File: config.mk
export PLATFORM = sky130hd
export DESIGN_NAME = dle_stuffed_packet_deframer
export DESIGN_NICKNAME = d
export VERILOG_FILES = /design/src/design/dsd_pkg.sv /design/src/design/dsd_step.sv /design/src/design/dsd_outq.sv /design/src/design/dle_stuffed_packet_deframer.sv
export SDC_FILE = /design/constraint.sdc
export NUM_CORES = 1
export LEC_CHECK = 0
export ABC_CLOCK_PERIOD_IN_PS = 4700
export BUFFER_PORTS_ARGS = -buffer_cell sky130_fd_sc_hd__clkbuf_2
export CORE_ASPECT_RATIO = 1.5
export CORE_UTILIZATION = 61
export DETAILED_ROUTE_END_ITERATION = 12
export PLACE_DENSITY = 0.8
export SYNTH_ARGS = -nofsm -noshare
export SYNTH_HDL_FRONTEND = slang
export SYNTH_SLANG_ARGS = --single-unit
File: constraint.sdc
create_clock -name clock -period 4.7 [get_ports clock]
set_input_delay 0.235 -clock clock [delete_from_list [all_inputs] [get_ports clock]]
set_output_delay 0.235 -clock clock [all_outputs]
set_load 0.02 [all_outputs]
File: src/design/dsd_pkg.sv
// ---------------------------------------------------------------------------
// dsd_pkg: shared types and constants for the DLE packet deframer
// Byte codes, result kinds, parser phases and the result record layout.
// ---------------------------------------------------------------------------
`default_nettype none

package dsd_pkg;

   // framing bytes
   localparam logic [7:0] DLE_BYTE = 8'h10;
   localparam logic [7:0] ETX_BYTE = 8'h03;

   // error codes carried in the value field
   localparam logic [7:0] ERR_BAD_START = 8'd0;
   localparam logic [7:0] ERR_OVERFLOW  = 8'd1;

   // reported data count saturates here
   localparam int unsigned COUNT_MAX = 511;

   // result queue depth
   localparam int unsigned OUTQ_DEPTH = 4;
   localparam int unsigned OUTQ_PTR_W = $clog2(OUTQ_DEPTH);
   localparam int unsigned OUTQ_CNT_W = $clog2(OUTQ_DEPTH + 1);

   typedef enum logic [1:0] {
      KIND_ID    = 2'd0,
      KIND_DATA  = 2'd1,
      KIND_END   = 2'd2,
      KIND_ERROR = 2'd3
   } kind_type;

   typedef enum logic [1:0] {
      PH_IDLE = 2'd0,
      PH_ID   = 2'd1,
      PH_BODY = 2'd2
   } phase_type;

   typedef struct packed {
      kind_type   kind;
      logic [7:0] value;
      logic [8:0] data_count;
      logic       last_of_run;
   } rsp_item_type;

   // results caused by one request: count (0..2) and the two slots
   typedef struct packed {
      logic [1:0]   num;
      rsp_item_type item0;
      rsp_item_type item1;
   } step_out_type;

endpackage

`default_nettype wire

File: src/design/dsd_step.sv
// ---------------------------------------------------------------------------
// dsd_step: per-byte deframing logic
// Given the parser state and one received byte, computes the next state and
// up to two result items.
// ---------------------------------------------------------------------------
`default_nettype none

module dsd_step #(
   parameter int MAX_PACKET_BYTES = 256,
   parameter int CW = 9
) (
   input  var dsd_pkg::phase_type    phase,
   input  var logic                  dle_parity,
   input  var logic                  dle_held,
   input  var logic [CW-1:0]         raw_count,
   input  var logic [CW-1:0]         body_count,
   input  var logic [7:0]            rx_byte,
   output dsd_pkg::phase_type        phase_nx,
   output logic                      dle_parity_nx,
   output logic                      dle_held_nx,
   output logic [CW-1:0]             raw_count_nx,
   output logic [CW-1:0]             body_count_nx,
   output dsd_pkg::step_out_type     step_out
);
   import dsd_pkg::*;

   logic          is_dle;
   logic          is_etx;
   logic          over;
   logic [CW-1:0] body_p1;
   logic [CW-1:0] body_p2;
   logic [8:0]    cnt_cur;
   logic [8:0]    cnt_p1;
   logic [8:0]    cnt_p2;

   // saturate a count to the reported range
   function automatic logic [8:0] clamp_count(input logic [31:0] c);
      logic [8:0] r;
      if (c > COUNT_MAX) r = 9'(COUNT_MAX);
      else               r = c[8:0];
      return r;
   endfunction

   assign is_dle  = (rx_byte == DLE_BYTE);
   assign is_etx  = (rx_byte == ETX_BYTE);
   assign over    = ({1'b0, raw_count} + (CW+1)'(1)) > (CW+1)'(MAX_PACKET_BYTES);
   assign body_p1 = body_count + CW'(1);
   assign body_p2 = body_count + CW'(2);
   assign cnt_cur = clamp_count(32'(body_count));
   assign cnt_p1  = clamp_count(32'(body_p1));
   assign cnt_p2  = clamp_count(32'(body_p2));

   // next state and results
   always_comb begin
      phase_nx      = phase;
      dle_parity_nx = dle_parity;
      dle_held_nx   = dle_held;
      raw_count_nx  = raw_count;
      body_count_nx = body_count;
      step_out      = '0;

      unique case (phase)
         PH_ID, PH_BODY: begin
            if (phase == PH_BODY && is_etx && !dle_parity) begin
               // closing etx: end of packet, held dle is the terminator
               step_out.num        = 2'd1;
               step_out.item0      = '{KIND_END, 8'd0, cnt_cur, 1'b1};
               phase_nx            = PH_IDLE;
               dle_parity_nx       = 1'b0;
               dle_held_nx         = 1'b0;
               raw_count_nx        = '0;
               body_count_nx       = '0;
            end else if (over) begin
               // packet too long: drop it
               step_out.num        = 2'd1;
               step_out.item0      = '{KIND_ERROR, ERR_OVERFLOW, cnt_cur, 1'b1};
               phase_nx            = PH_IDLE;
               dle_parity_nx       = 1'b0;
               dle_held_nx         = 1'b0;
               raw_count_nx        = '0;
               body_count_nx       = '0;
            end else begin
               raw_count_nx  = raw_count + CW'(1);
               dle_parity_nx = dle_parity ^ is_dle;
               if (phase == PH_ID) begin
                  // packet id
                  phase_nx       = PH_BODY;
                  step_out.num   = 2'd1;
                  step_out.item0 = '{KIND_ID, rx_byte, cnt_cur, 1'b1};
               end else if (dle_held) begin
                  dle_held_nx = 1'b0;
                  if (is_dle) begin
                     // stuffed pair becomes one dle data byte
                     body_count_nx  = body_p1;
                     step_out.num   = 2'd1;
                     step_out.item0 = '{KIND_DATA, DLE_BYTE, cnt_p1, 1'b1};
                  end else begin
                     // held dle and this byte both go out as data
                     body_count_nx  = body_p2;
                     step_out.num   = 2'd2;
                     step_out.item0 = '{KIND_DATA, DLE_BYTE, cnt_p1, 1'b0};
                     step_out.item1 = '{KIND_DATA, rx_byte, cnt_p2, 1'b1};
                  end
               end else if (is_dle) begin
                  // hold until the next byte decides
                  dle_held_nx = 1'b1;
               end else begin
                  body_count_nx  = body_p1;
                  step_out.num   = 2'd1;
                  step_out.item0 = '{KIND_DATA, rx_byte, cnt_p1, 1'b1};
               end
            end
         end
         default: begin
            // idle, also the unused phase code
            dle_held_nx   = 1'b0;
            body_count_nx = '0;
            if (is_dle) begin
               phase_nx      = PH_ID;
               dle_parity_nx = 1'b1;
               raw_count_nx  = CW'(1);
            end else begin
               phase_nx       = PH_IDLE;
               dle_parity_nx  = 1'b0;
               raw_count_nx   = '0;
               step_out.num   = 2'd1;
               step_out.item0 = '{KIND_ERROR, ERR_BAD_START, 9'd0, 1'b1};
            end
         end
      endcase
   end

endmodule

`default_nettype wire

File: src/design/dsd_outq.sv
// ---------------------------------------------------------------------------
// dsd_outq: result queue
// Small register queue that takes up to two results per cycle and hands one
// per cycle to the result channel while head_ready is high.
// ---------------------------------------------------------------------------
`default_nettype none

module dsd_outq (
   input  var logic                  clock,
   input  var logic                  reset,
   input  var dsd_pkg::step_out_type push,
   output logic                      room2,
   output logic                      head_valid,
   input  var logic                  head_ready,
   output dsd_pkg::rsp_item_type     head,
   output logic [dsd_pkg::OUTQ_CNT_W-1:0] level
);
   import dsd_pkg::*;

   rsp_item_type          mem_ff [OUTQ_DEPTH];
   logic [OUTQ_PTR_W-1:0] wr_ptr_ff, wr_ptr_in;
   logic [OUTQ_PTR_W-1:0] rd_ptr_ff, rd_ptr_in;
   logic [OUTQ_CNT_W-1:0] count_ff, count_in;
   logic                  pop;

   assign pop        = head_valid && head_ready;
   assign head_valid = (count_ff != '0);
   assign head       = mem_ff[rd_ptr_ff];
   assign room2      = (count_ff <= OUTQ_CNT_W'(OUTQ_DEPTH - 2));
   assign level      = count_ff;

   // pointer and fill bookkeeping
   always_comb begin
      wr_ptr_in = wr_ptr_ff + OUTQ_PTR_W'(push.num);
      rd_ptr_in = rd_ptr_ff + OUTQ_PTR_W'(pop);
      count_in  = count_ff + OUTQ_CNT_W'(push.num) - OUTQ_CNT_W'(pop);
   end

   always_ff @(posedge clock) begin
      if (reset) begin
         wr_ptr_ff <= '0;
         rd_ptr_ff <= '0;
         count_ff  <= '0;
      end else begin
         wr_ptr_ff <= wr_ptr_in;
         rd_ptr_ff <= rd_ptr_in;
         count_ff  <= count_in;
      end
   end

   // result storage
   always_ff @(posedge clock) begin
      if (push.num != 2'd0) mem_ff[wr_ptr_ff] <= push.item0;
      if (push.num == 2'd2) mem_ff[wr_ptr_ff + OUTQ_PTR_W'(1)] <= push.item1;
   end

endmodule

`default_nettype wire

File: src/design/dle_stuffed_packet_deframer.sv
// ---------------------------------------------------------------------------
// dle_stuffed_packet_deframer: DLE id data DLE ETX packet deframer
// Takes raw serial bytes and reports packet id, destuffed data, packet end
// and errors as a stream of result items.
// ---------------------------------------------------------------------------
// Usage:
//  - req_ channel: one raw byte per request (req_rx_byte).
//  - rsp_ channel: result items (kind, value, data_count, last_of_run); a
//    request gives zero, one or two results, the last one flagged.
//  - Each result is registered in the queue and offered on rsp_ behind any older results.
//  - Throughput: one byte per clock while rsp_ready is high and each
//    byte yields at most one result; a byte that releases a held DLE plus
//    itself yields two, and the result channel drains one per ready cycle.
//  - The parser state updates in the accepting cycle; results go to a
//    four-entry queue. req_ready is high while the queue has room for two,
//    so a stalled receiver stops intake once three or more results wait.
//  - Reset (synchronous) returns the parser to idle and empties the queue.
// ---------------------------------------------------------------------------
`default_nettype none

module dle_stuffed_packet_deframer #(
   parameter int MAX_PACKET_BYTES = 256
) (
   input  var logic       clock,
   input  var logic       reset,
   input  var logic       req_valid,
   output logic           req_ready,
   input  var logic [7:0] req_rx_byte,
   output logic           rsp_valid,
   input  var logic       rsp_ready,
   output logic [1:0]     rsp_kind,
   output logic [7:0]     rsp_value,
   output logic [8:0]     rsp_data_count,
   output logic           rsp_last_of_run
);
   import dsd_pkg::*;

   localparam int CW = $clog2(MAX_PACKET_BYTES + 2);

   phase_type     phase_ff, phase_in, phase_nx;
   logic          dle_parity_ff, dle_parity_in, dle_parity_nx;
   logic          dle_held_ff, dle_held_in, dle_held_nx;
   logic [CW-1:0] raw_count_ff, raw_count_in, raw_count_nx;
   logic [CW-1:0] body_count_ff, body_count_in, body_count_nx;
   step_out_type  step_out;
   step_out_type  push;
   rsp_item_type  head;
   logic          accept;
   logic [OUTQ_CNT_W-1:0] q_level;

   assign accept = req_valid && req_ready;

   // per-byte parser logic
   dsd_step #(
      .MAX_PACKET_BYTES(MAX_PACKET_BYTES),
      .CW(CW)
   ) u_step (
      .phase(phase_ff),
      .dle_parity(dle_parity_ff),
      .dle_held(dle_held_ff),
      .raw_count(raw_count_ff),
      .body_count(body_count_ff),
      .rx_byte(req_rx_byte),
      .phase_nx(phase_nx),
      .dle_parity_nx(dle_parity_nx),
      .dle_held_nx(dle_held_nx),
      .raw_count_nx(raw_count_nx),
      .body_count_nx(body_count_nx),
      .step_out(step_out)
   );

   // state advances only on an accepted request
   always_comb begin
      phase_in      = accept ? phase_nx      : phase_ff;
      dle_parity_in = accept ? dle_parity_nx : dle_parity_ff;
      dle_held_in   = accept ? dle_held_nx   : dle_held_ff;
      raw_count_in  = accept ? raw_count_nx  : raw_count_ff;
      body_count_in = accept ? body_count_nx : body_count_ff;
      push          = accept ? step_out      : '0;
   end

   always_ff @(posedge clock) begin
      if (reset) begin
         phase_ff      <= PH_IDLE;
         dle_parity_ff <= 1'b0;
         dle_held_ff   <= 1'b0;
         raw_count_ff  <= '0;
         body_count_ff <= '0;
      end else begin
         phase_ff      <= phase_in;
         dle_parity_ff <= dle_parity_in;
         dle_held_ff   <= dle_held_in;
         raw_count_ff  <= raw_count_in;
         body_count_ff <= body_count_in;
      end
   end

   // result queue
   dsd_outq u_outq (
      .clock(clock),
      .reset(reset),
      .push(push),
      .room2(req_ready),
      .head_valid(rsp_valid),
      .head_ready(rsp_ready),
      .head(head),
      .level(q_level)
   );

   assign rsp_kind        = head.kind;
   assign rsp_value       = head.value;
   assign rsp_data_count  = head.data_count;
   assign rsp_last_of_run = head.last_of_run;

`ifndef NO_ASSERTIONS
   // queue never overfills
   a_queue_bound: assert property (@(posedge clock) disable iff (reset)
      q_level <= OUTQ_CNT_W'(OUTQ_DEPTH))
      else $error("result queue over capacity");

   // a request is only taken when two results fit
   a_accept_room: assert property (@(posedge clock) disable iff (reset)
      accept |-> (q_level <= OUTQ_CNT_W'(OUTQ_DEPTH - 2)))
      else $error("request accepted without queue room");

   // in the body the opening dle and id are already counted
   a_body_raw: assert property (@(posedge clock) disable iff (reset)
      (phase_ff == PH_BODY) |-> (raw_count_ff >= CW'(2)))
      else $error("body phase with short raw count");

   // a dle is only held inside a packet body
   a_held_body: assert property (@(posedge clock) disable iff (reset)
      dle_held_ff |-> (phase_ff == PH_BODY))
      else $error("dle held outside packet body");

   // reset empties the result channel
   a_reset_empty: assert property (@(posedge clock)
      reset |=> !rsp_valid)
      else $error("result offered right after reset");
`endif

endmodule

`default_nettype wire
Word-level counts from Yosys, hierarchy flattened

Memory sizes are Yosys's and may differ from the RTL's. A register that Yosys moved wholly into a read port is not among the register bits.
Index checks and enable logic that the tools add are counted.

Magnitude comparators: 2
Bitwise logic cells: 1
Add/sub/neg operators: 9
Mux-type cells: 45
Equal/unequal tests: 8
Reduce and logical (&&, ||, !) cells: 11

Operators with widths:

| operator                                                                          | count |
|---|---|
| 22-bit two-way mux                                                                | 6 |
| 9-bit two-way mux                                                                 | 10 |
| 20-bit two-way mux                                                                | 4 |
| 21-bit two-way mux                                                                | 2 |
| 42-bit two-way mux                                                                | 1 |
| 19-bit two-way mux                                                                | 2 |
| 9-bit by 1-bit adder with 9-bit output (second input constant)                    | 2 |
| 1-bit two-way mux                                                                 | 15 |
| 9-bit by 1-bit adder with 10-bit output (second input constant)                   | 1 |
| 10-bit by 9-bit > comparator with 1-bit output (second input constant)            | 1 |
| 2-bit two-way mux                                                                 | 5 |
| 9-bit by 2-bit adder with 9-bit output (second input constant)                    | 1 |
| 8-bit by 2-bit equality test with 1-bit output (second input constant)            | 1 |
| 8-bit by 5-bit equality test with 1-bit output (second input constant)            | 1 |
| 5-bit != test (second input constant)                                             | 1 |
| 2-bit equality test (second input constant)                                       | 2 |
| 1-bit logical AND                                                                 | 4 |
| 4-bit by 1-bit != test with 1-bit output (second input constant)                  | 1 |
| 4-bit by 2-bit != test with 1-bit output (second input constant)                  | 1 |
| 2-bit AND reduction                                                               | 2 |
| 3-bit by 2-bit adder with 3-bit output                                            | 1 |
| 3-bit by 2-bit less-or-equal comparator with 1-bit output (second input constant) | 1 |
| 3-bit AND reduction                                                               | 1 |
| 3-bit nonzero test                                                                | 1 |
| 9 further kinds                                                                   | 9 |

RAM bits: 80
Bits in registers: 29
Memories: 1
Input bits: 12
Logic and storage cells: 85

Memories:

| memory        | words | width | rd ports | clocked after Yosys merged registers in | write ports | line           | RTL |
|---|---|---|---|---|---|---|---|
| u_outq.mem_ff | 4     | 20    | 1        | 1                                       | 2           | dsd_outq.sv:20 | `rsp_item_type mem_ff [OUTQ_DEPTH];` |

Longest topological paths before layout

Word-level depth: 11
Mapped depth: 15
Gate-level depth less buffers: 14

Modules after synthesis

From an unflattened synthesis, not the netlist that was laid out.

Cells, all modules: 638
Area total of the unflattened synthesis: 7335.8 um^2

Modules (own cells, without submodules):

| module                      | times used | cells each | seq. area each (um^2) | area each (um^2) |
|---|---|---|---|---|
| dsd_outq                    | 1          | 239        | 2542.4                | 4473.0 |
| dsd_step                    | 1          | 248        | 0.0                   | 1585.3 |
| dle_stuffed_packet_deframer | 1          | 151        | 440.4                 | 1277.5 |

Least setup slack after synthesis

OpenSTA, ideal clock, no wires.

Kind: register -> register
Start point: reg raw_count_ff[0]
End point: reg u_outq.count_ff[2] (netlist: u_outq.level[2])
Slack: 1.373 ns
Cell stages (with the launch flop): 15
Buffers on the path: 2
Arrival: 3.199 ns
Cells stage by stage: dfxtp_1 -> ha_1 -> nand3_1 -> o21ai_0 -> and4_4 -> a21oi_2 -> buf_4 -> buf_6 -> nor3_1 -> inv_1 -> ha_1 -> fa_1 -> xnor2_1 -> xnor2_1 -> nor2_1

Longest elaborated chain between the ends: 8

Ends and longest elaborated chain:

| item                                           | line                              | RTL |
|---|---|---|
| start, declared                                | dle_stuffed_packet_deframer.sv:43 | `logic [CW-1:0] raw_count_ff, raw_count_in, raw_count_nx;` |
| start signal, assigned                         | dle_stuffed_packet_deframer.sv:93 | `raw_count_ff <= raw_count_in;` |
| 9-bit by 1-bit adder with 10-bit output        | dsd_step.sv:46                    | `assign over = ({1'b0, raw_count} + (CW+1)'(1)) > (CW+1)'(MAX_PACKET_BYTES);` |
| 10-bit by 9-bit > comparator with 1-bit output | dsd_step.sv:46                    |  |
| 22-bit two-way mux                             | dsd_step.sv:73                    | `end else if (over) begin` |
| 22-bit two-way mux                             | dsd_step.sv:64                    | `if (phase == PH_BODY && is_etx && !dle_parity) begin` |
| 22-bit two-way mux                             | dsd_step.sv:62                    | `unique case (phase)` |
| 42-bit two-way mux                             | dle_stuffed_packet_deframer.sv:79 | `push = accept ? step_out : '0;` |
| 3-bit by 2-bit adder with 3-bit output         | dsd_outq.sv:36                    | `count_in = count_ff + OUTQ_CNT_W'(push.num) - OUTQ_CNT_W'(pop);` |
| 3-bit by 1-bit subtractor with 3-bit output    | dsd_outq.sv:36                    |  |
| end signal, assigned                           | dsd_outq.sv:47                    | `count_ff <= count_in;` |
| end, declared                                  | dsd_outq.sv:23                    | `logic [OUTQ_CNT_W-1:0] count_ff, count_in;` |

No other way between the ends.
A chain may end at the register's enable or synchronous reset.

Worst setup path in the final report

Ends and elaborated chain as after synthesis.

==> results.txt <==
----------------------------------------------------
[Run status]
  Status ... finished clean

[Timing]
  Skew final ... 0.00731 ns
  Total Negative Setup Slacks ... 0 ns
  Max-slew headroom at the worst pin ... 23.7%
  RSZ-0062 raised after global routing ... false
  Worst hold slack after final layout ... 0.255 ns
  Final max-slew violation count ... 0
  Final hold violation count ... 0
  Tmin final ... between 3 and 4 ns
  Peak clock frequency supported by timing ... 0.259 GHz
  Worst slew pin tran ... 1.14 ns
  Final setup violation count ... 0
  Portion of the clock cycle consumed by the worst path in the final layout ... 82.3%

[Pwr]
  Power per unit of standard cell area ... 418 nW/µm²
  Part of the power in combinational logic ... 25.5%
  Overall power ... 0.00268 W
  Peak VDD IR ... 0.433 mV
  Net switching power figure ... 0.000829 W
  Switch share ... 31.0%
  Flop pwr share ... 45.2%
  P_int ... 0.00185 W
  Clock power share ... 29.3%
  Leakage power ... 2.01 nW

[Clock tree]
  Count of buffers added by post-CTS timing repair for setup ... 0
  Library cell used as clock root buffer ... sky130_fd_sc_hd__clkbuf_16
  TritonCTS buffer count ... 9
  Hold buffers post-CTS ... 0
  Clk slew on worst S/H paths ... around 0.08 ns
  TritonCTS clock tree ... built
  Quantity of gates resized following cts ... 0
  Clock latency on the worst-skew pair ... ~0.36 ns
  Maximum number of buffers from clock root to sink ... 2
  Clock H-tree levels ... 3
  Total number of clock tree sinks ... 109

[Finish]
  Filler cells ... 679
  Count of non-filler cells in the finished layout ... 680
  Share of layout cells above drive strength 1 ... 16.0%
  Final Net Count ... 591
  ANT cells ... 0
  Final core utilization ... between 60% and 70%
  Layout overhead on the synthesized area ... 7.94%

[Yosys]
  Most used standard cells in the synthesized netlist ... sky130_fd_sc_hd__edfxtp_1 (76), sky130_fd_sc_hd__nor2_1 (54), sky130_fd_sc_hd__nand2_1 (42)
  Share of synthesized registers carrying an async set or reset ... 0%
  Top cell type by total area after synthesis ... sky130_fd_sc_hd__edfxtp_1
  Share of Yosys cell area claimed by the top area cell type ... 38.4%
  Syn Inst Count ... 550
  Number of distinct standard cells referenced by the synthesized netlist ... 69
  Mapped Avg Cell Area ... 10.8 µm²
  Number of synthesized flops with an enable pin ... 76
  Cell area after technology mapping ... approximately 5900 µm²
  Count of synthesis-stage warnings from yosys ... 0
  Leading register cell type out of synthesis ... sky130_fd_sc_hd__edfxtp_1
  Net count after synthesis ... between 500 and 600
  Cells taking the most area after synthesis ... sky130_fd_sc_hd__edfxtp_1 (38%), sky130_fd_sc_hd__dfxtp_1 (11%), sky130_fd_sc_hd__mux4_2 (7.6%)
  Number of synthesized register bits ... 109
  Portion of the post-synthesis area used by sequential elements ... 49.5%
  Count leader, synth ... sky130_fd_sc_hd__edfxtp_1

[Die]
  Count of pins on the block boundary ... 34
  Total core area ... 9360 µm²
  DIE HEIGHT ... 123 µm
  Standard-cell rows ... 43
  Die X-Extent ... slightly above 80 µm
  Starting density of the core ... 63.5%
  Die area ... 10100 µm²

[Worst setup path]
  Crit-path max cell delay ... 0.47 ns
  Type of the worst setup path ... register to register
  Required time worst endpoint ... 4.92 ns
  CP max stage cell ... sky130_fd_sc_hd__dfxtp_1
  Crit start category ... register
  Arrival time reported for the critical path endpoint ... 4.09 ns
  Crit path max fanout ... 13
  Ordered list of cells on the worst path ... ha_1, nand3_1, o21ai_0, nor4b_4, a21oi_2, buf_4, nor3_1, inv_1, ha_1, fa_1, xnor2_1, xnor2_1, nor2_1
  Sort of element at the end of the critical path ... register

[GRT]
  Overall overflow remaining after global route ... 0
  Pin count of the biggest net entering global routing ... 32
  GRT Overall Usage ... between 30 and 40%
  Initial antenna violation count ... 0
  Wire length of the first global-routing pass ... roughly 23000 µm
  Vias in the first global route ... 4560

[Routing]
  Initial DRT Pass Iterations ... 5
  Total wire length after detailed routing ... 14300 µm
  Via count ... ~4700
  Average detailed-routed wire length per instance ... 21.0 µm
  First DRT Iteration DRCs ... about 550
  Number of antenna-violating nets in the routed design ... 0
  Via density ... 6.98
  Remaining design rule violation count ... 0

[Placed design]
  Detailed placement HPWL ... 9930 µm
  Routability cong. ... 1.03
  Total instance count after detailed placement ... roughly 660
  Total of buffers placed on input and output ports ... 33

[Run]
  Max-capacitance violation count ... 0

[Worst hold path]
  Min-delay worst type ... input pin to register

----------------------------------------------------
placed cells by master (no fill, tap or decap), types with 11 or more instances in the layout:
master / instances
sky130_fd_sc_hd__o22ai_1: 39
sky130_fd_sc_hd__a21oi_1: 25
sky130_fd_sc_hd__o21ai_0: 22
sky130_fd_sc_hd__nand2_1: 42
sky130_fd_sc_hd__mux4_2: 20
sky130_fd_sc_hd__clkbuf_2: 33
sky130_fd_sc_hd__nor2_1: 54
sky130_fd_sc_hd__dfxtp_1: 33
sky130_fd_sc_hd__nand3_1: 20
sky130_fd_sc_hd__edfxtp_1: 76
sky130_fd_sc_hd__ha_1: 15
sky130_fd_sc_hd__inv_1: 19
sky130_fd_sc_hd__nand4_1: 11
worst max-delay path: cells and delay by family (launching register included):
| family | cells | cell delay, ns |
|---|---|---|
| AO/OA/AOI/OAI | 2 | 0.54 |
| flip-flops | 1 | 0.47 |
| adder cells (fa/ha/maj) | 3 | 1.06 |
| buffers and inverters | 2 | 0.33 |
| XOR/XNOR | 2 | 0.34 |
| AND/OR/NAND/NOR | 4 | 1.00 |
registers in the layout, summed over array words and instances (netlist names):
name,count
dle_held_ff,1
u_outq.mem_ff,80
raw_count_ff,9
u_outq.rd_ptr_ff,2
phase_ff,2
dle_parity_ff,1
u_outq.level,3
body_count_ff,9
u_outq.wr_ptr_ff,2
worst paths after layout:
check                                     from                                 to  slack [ns]  cells after the start
min                             req_rx_byte[7]     u_outq.mem_ff[2][17]$_DFFE_PP_        0.25                      3
min reg2reg  u_outq.mem_ff[2][19]$_SDFFE_PP0P_  u_outq.mem_ff[2][19]$_SDFFE_PP0P_        0.46                      2
max               raw_count_ff[0]$_SDFFE_PP0P_         u_outq.level[2]$_SDFF_PP0_        0.83                     13
max reg2reg       raw_count_ff[0]$_SDFFE_PP0P_         u_outq.level[2]$_SDFF_PP0_        0.83                     13
power groups by stage:
stage	clock network, W	registers (W)	logic [W]
after floorplan	0	0.00119	0.000531
after global placement	0	0.00122	0.000684
after detailed placement	0	0.00123	0.000691
after CTS	0.000789	0.00121	0.000692
after global routing	0.000835	0.00122	0.000762
final	0.000785	0.00121	0.000683
layer usage:
| metal | part of all wire (%) | global-route usage (%) |
|---|---|---|
| met2 | 53 | 51.3 |
| met4 | 2.3 | 13.6 |
| met5 | 0 | 0 |
| met1 | 38 | 38.2 |
| met3 | 6.8 | 5.58 |
metrics by stage:
step,setup slack (ns),cell area (µm²)
6_report,0.833,6410
5_1_grt,0.492,6410
4_1_cts,0.860,6410
3_5_place_dp,0.805,6110
3_3_place_gp,1.07,6110
2_1_floorplan,1.37,5940
logic make-up after synthesis:
logic type / count (synthesis) / share of synthesized area [%]
compound gates: 149 / 16.5
xor+xnor: 11 / 1.62
fa+ha+maj: 16 / 3.50
buf+inv: 55 / 4.08
flops: 109 / 49.5
mux: 26 / 8.70
simple gates: 184 / 16.1
area by class of cell:
type,count,area [µm²],area share [%]
Clock buffer,9,225,3.51
Clock inverter,7,78.8,1.23
Inverter,20,75.1,1.17
Multi-Input combinational cell,386,2760,43.0
Sequential cell,109,2940,45.9
Tap cell,112,140,2.18
Timing Repair Buffer,37,195,3.04
Note: power is estimated with default switching activity, not from simulation.
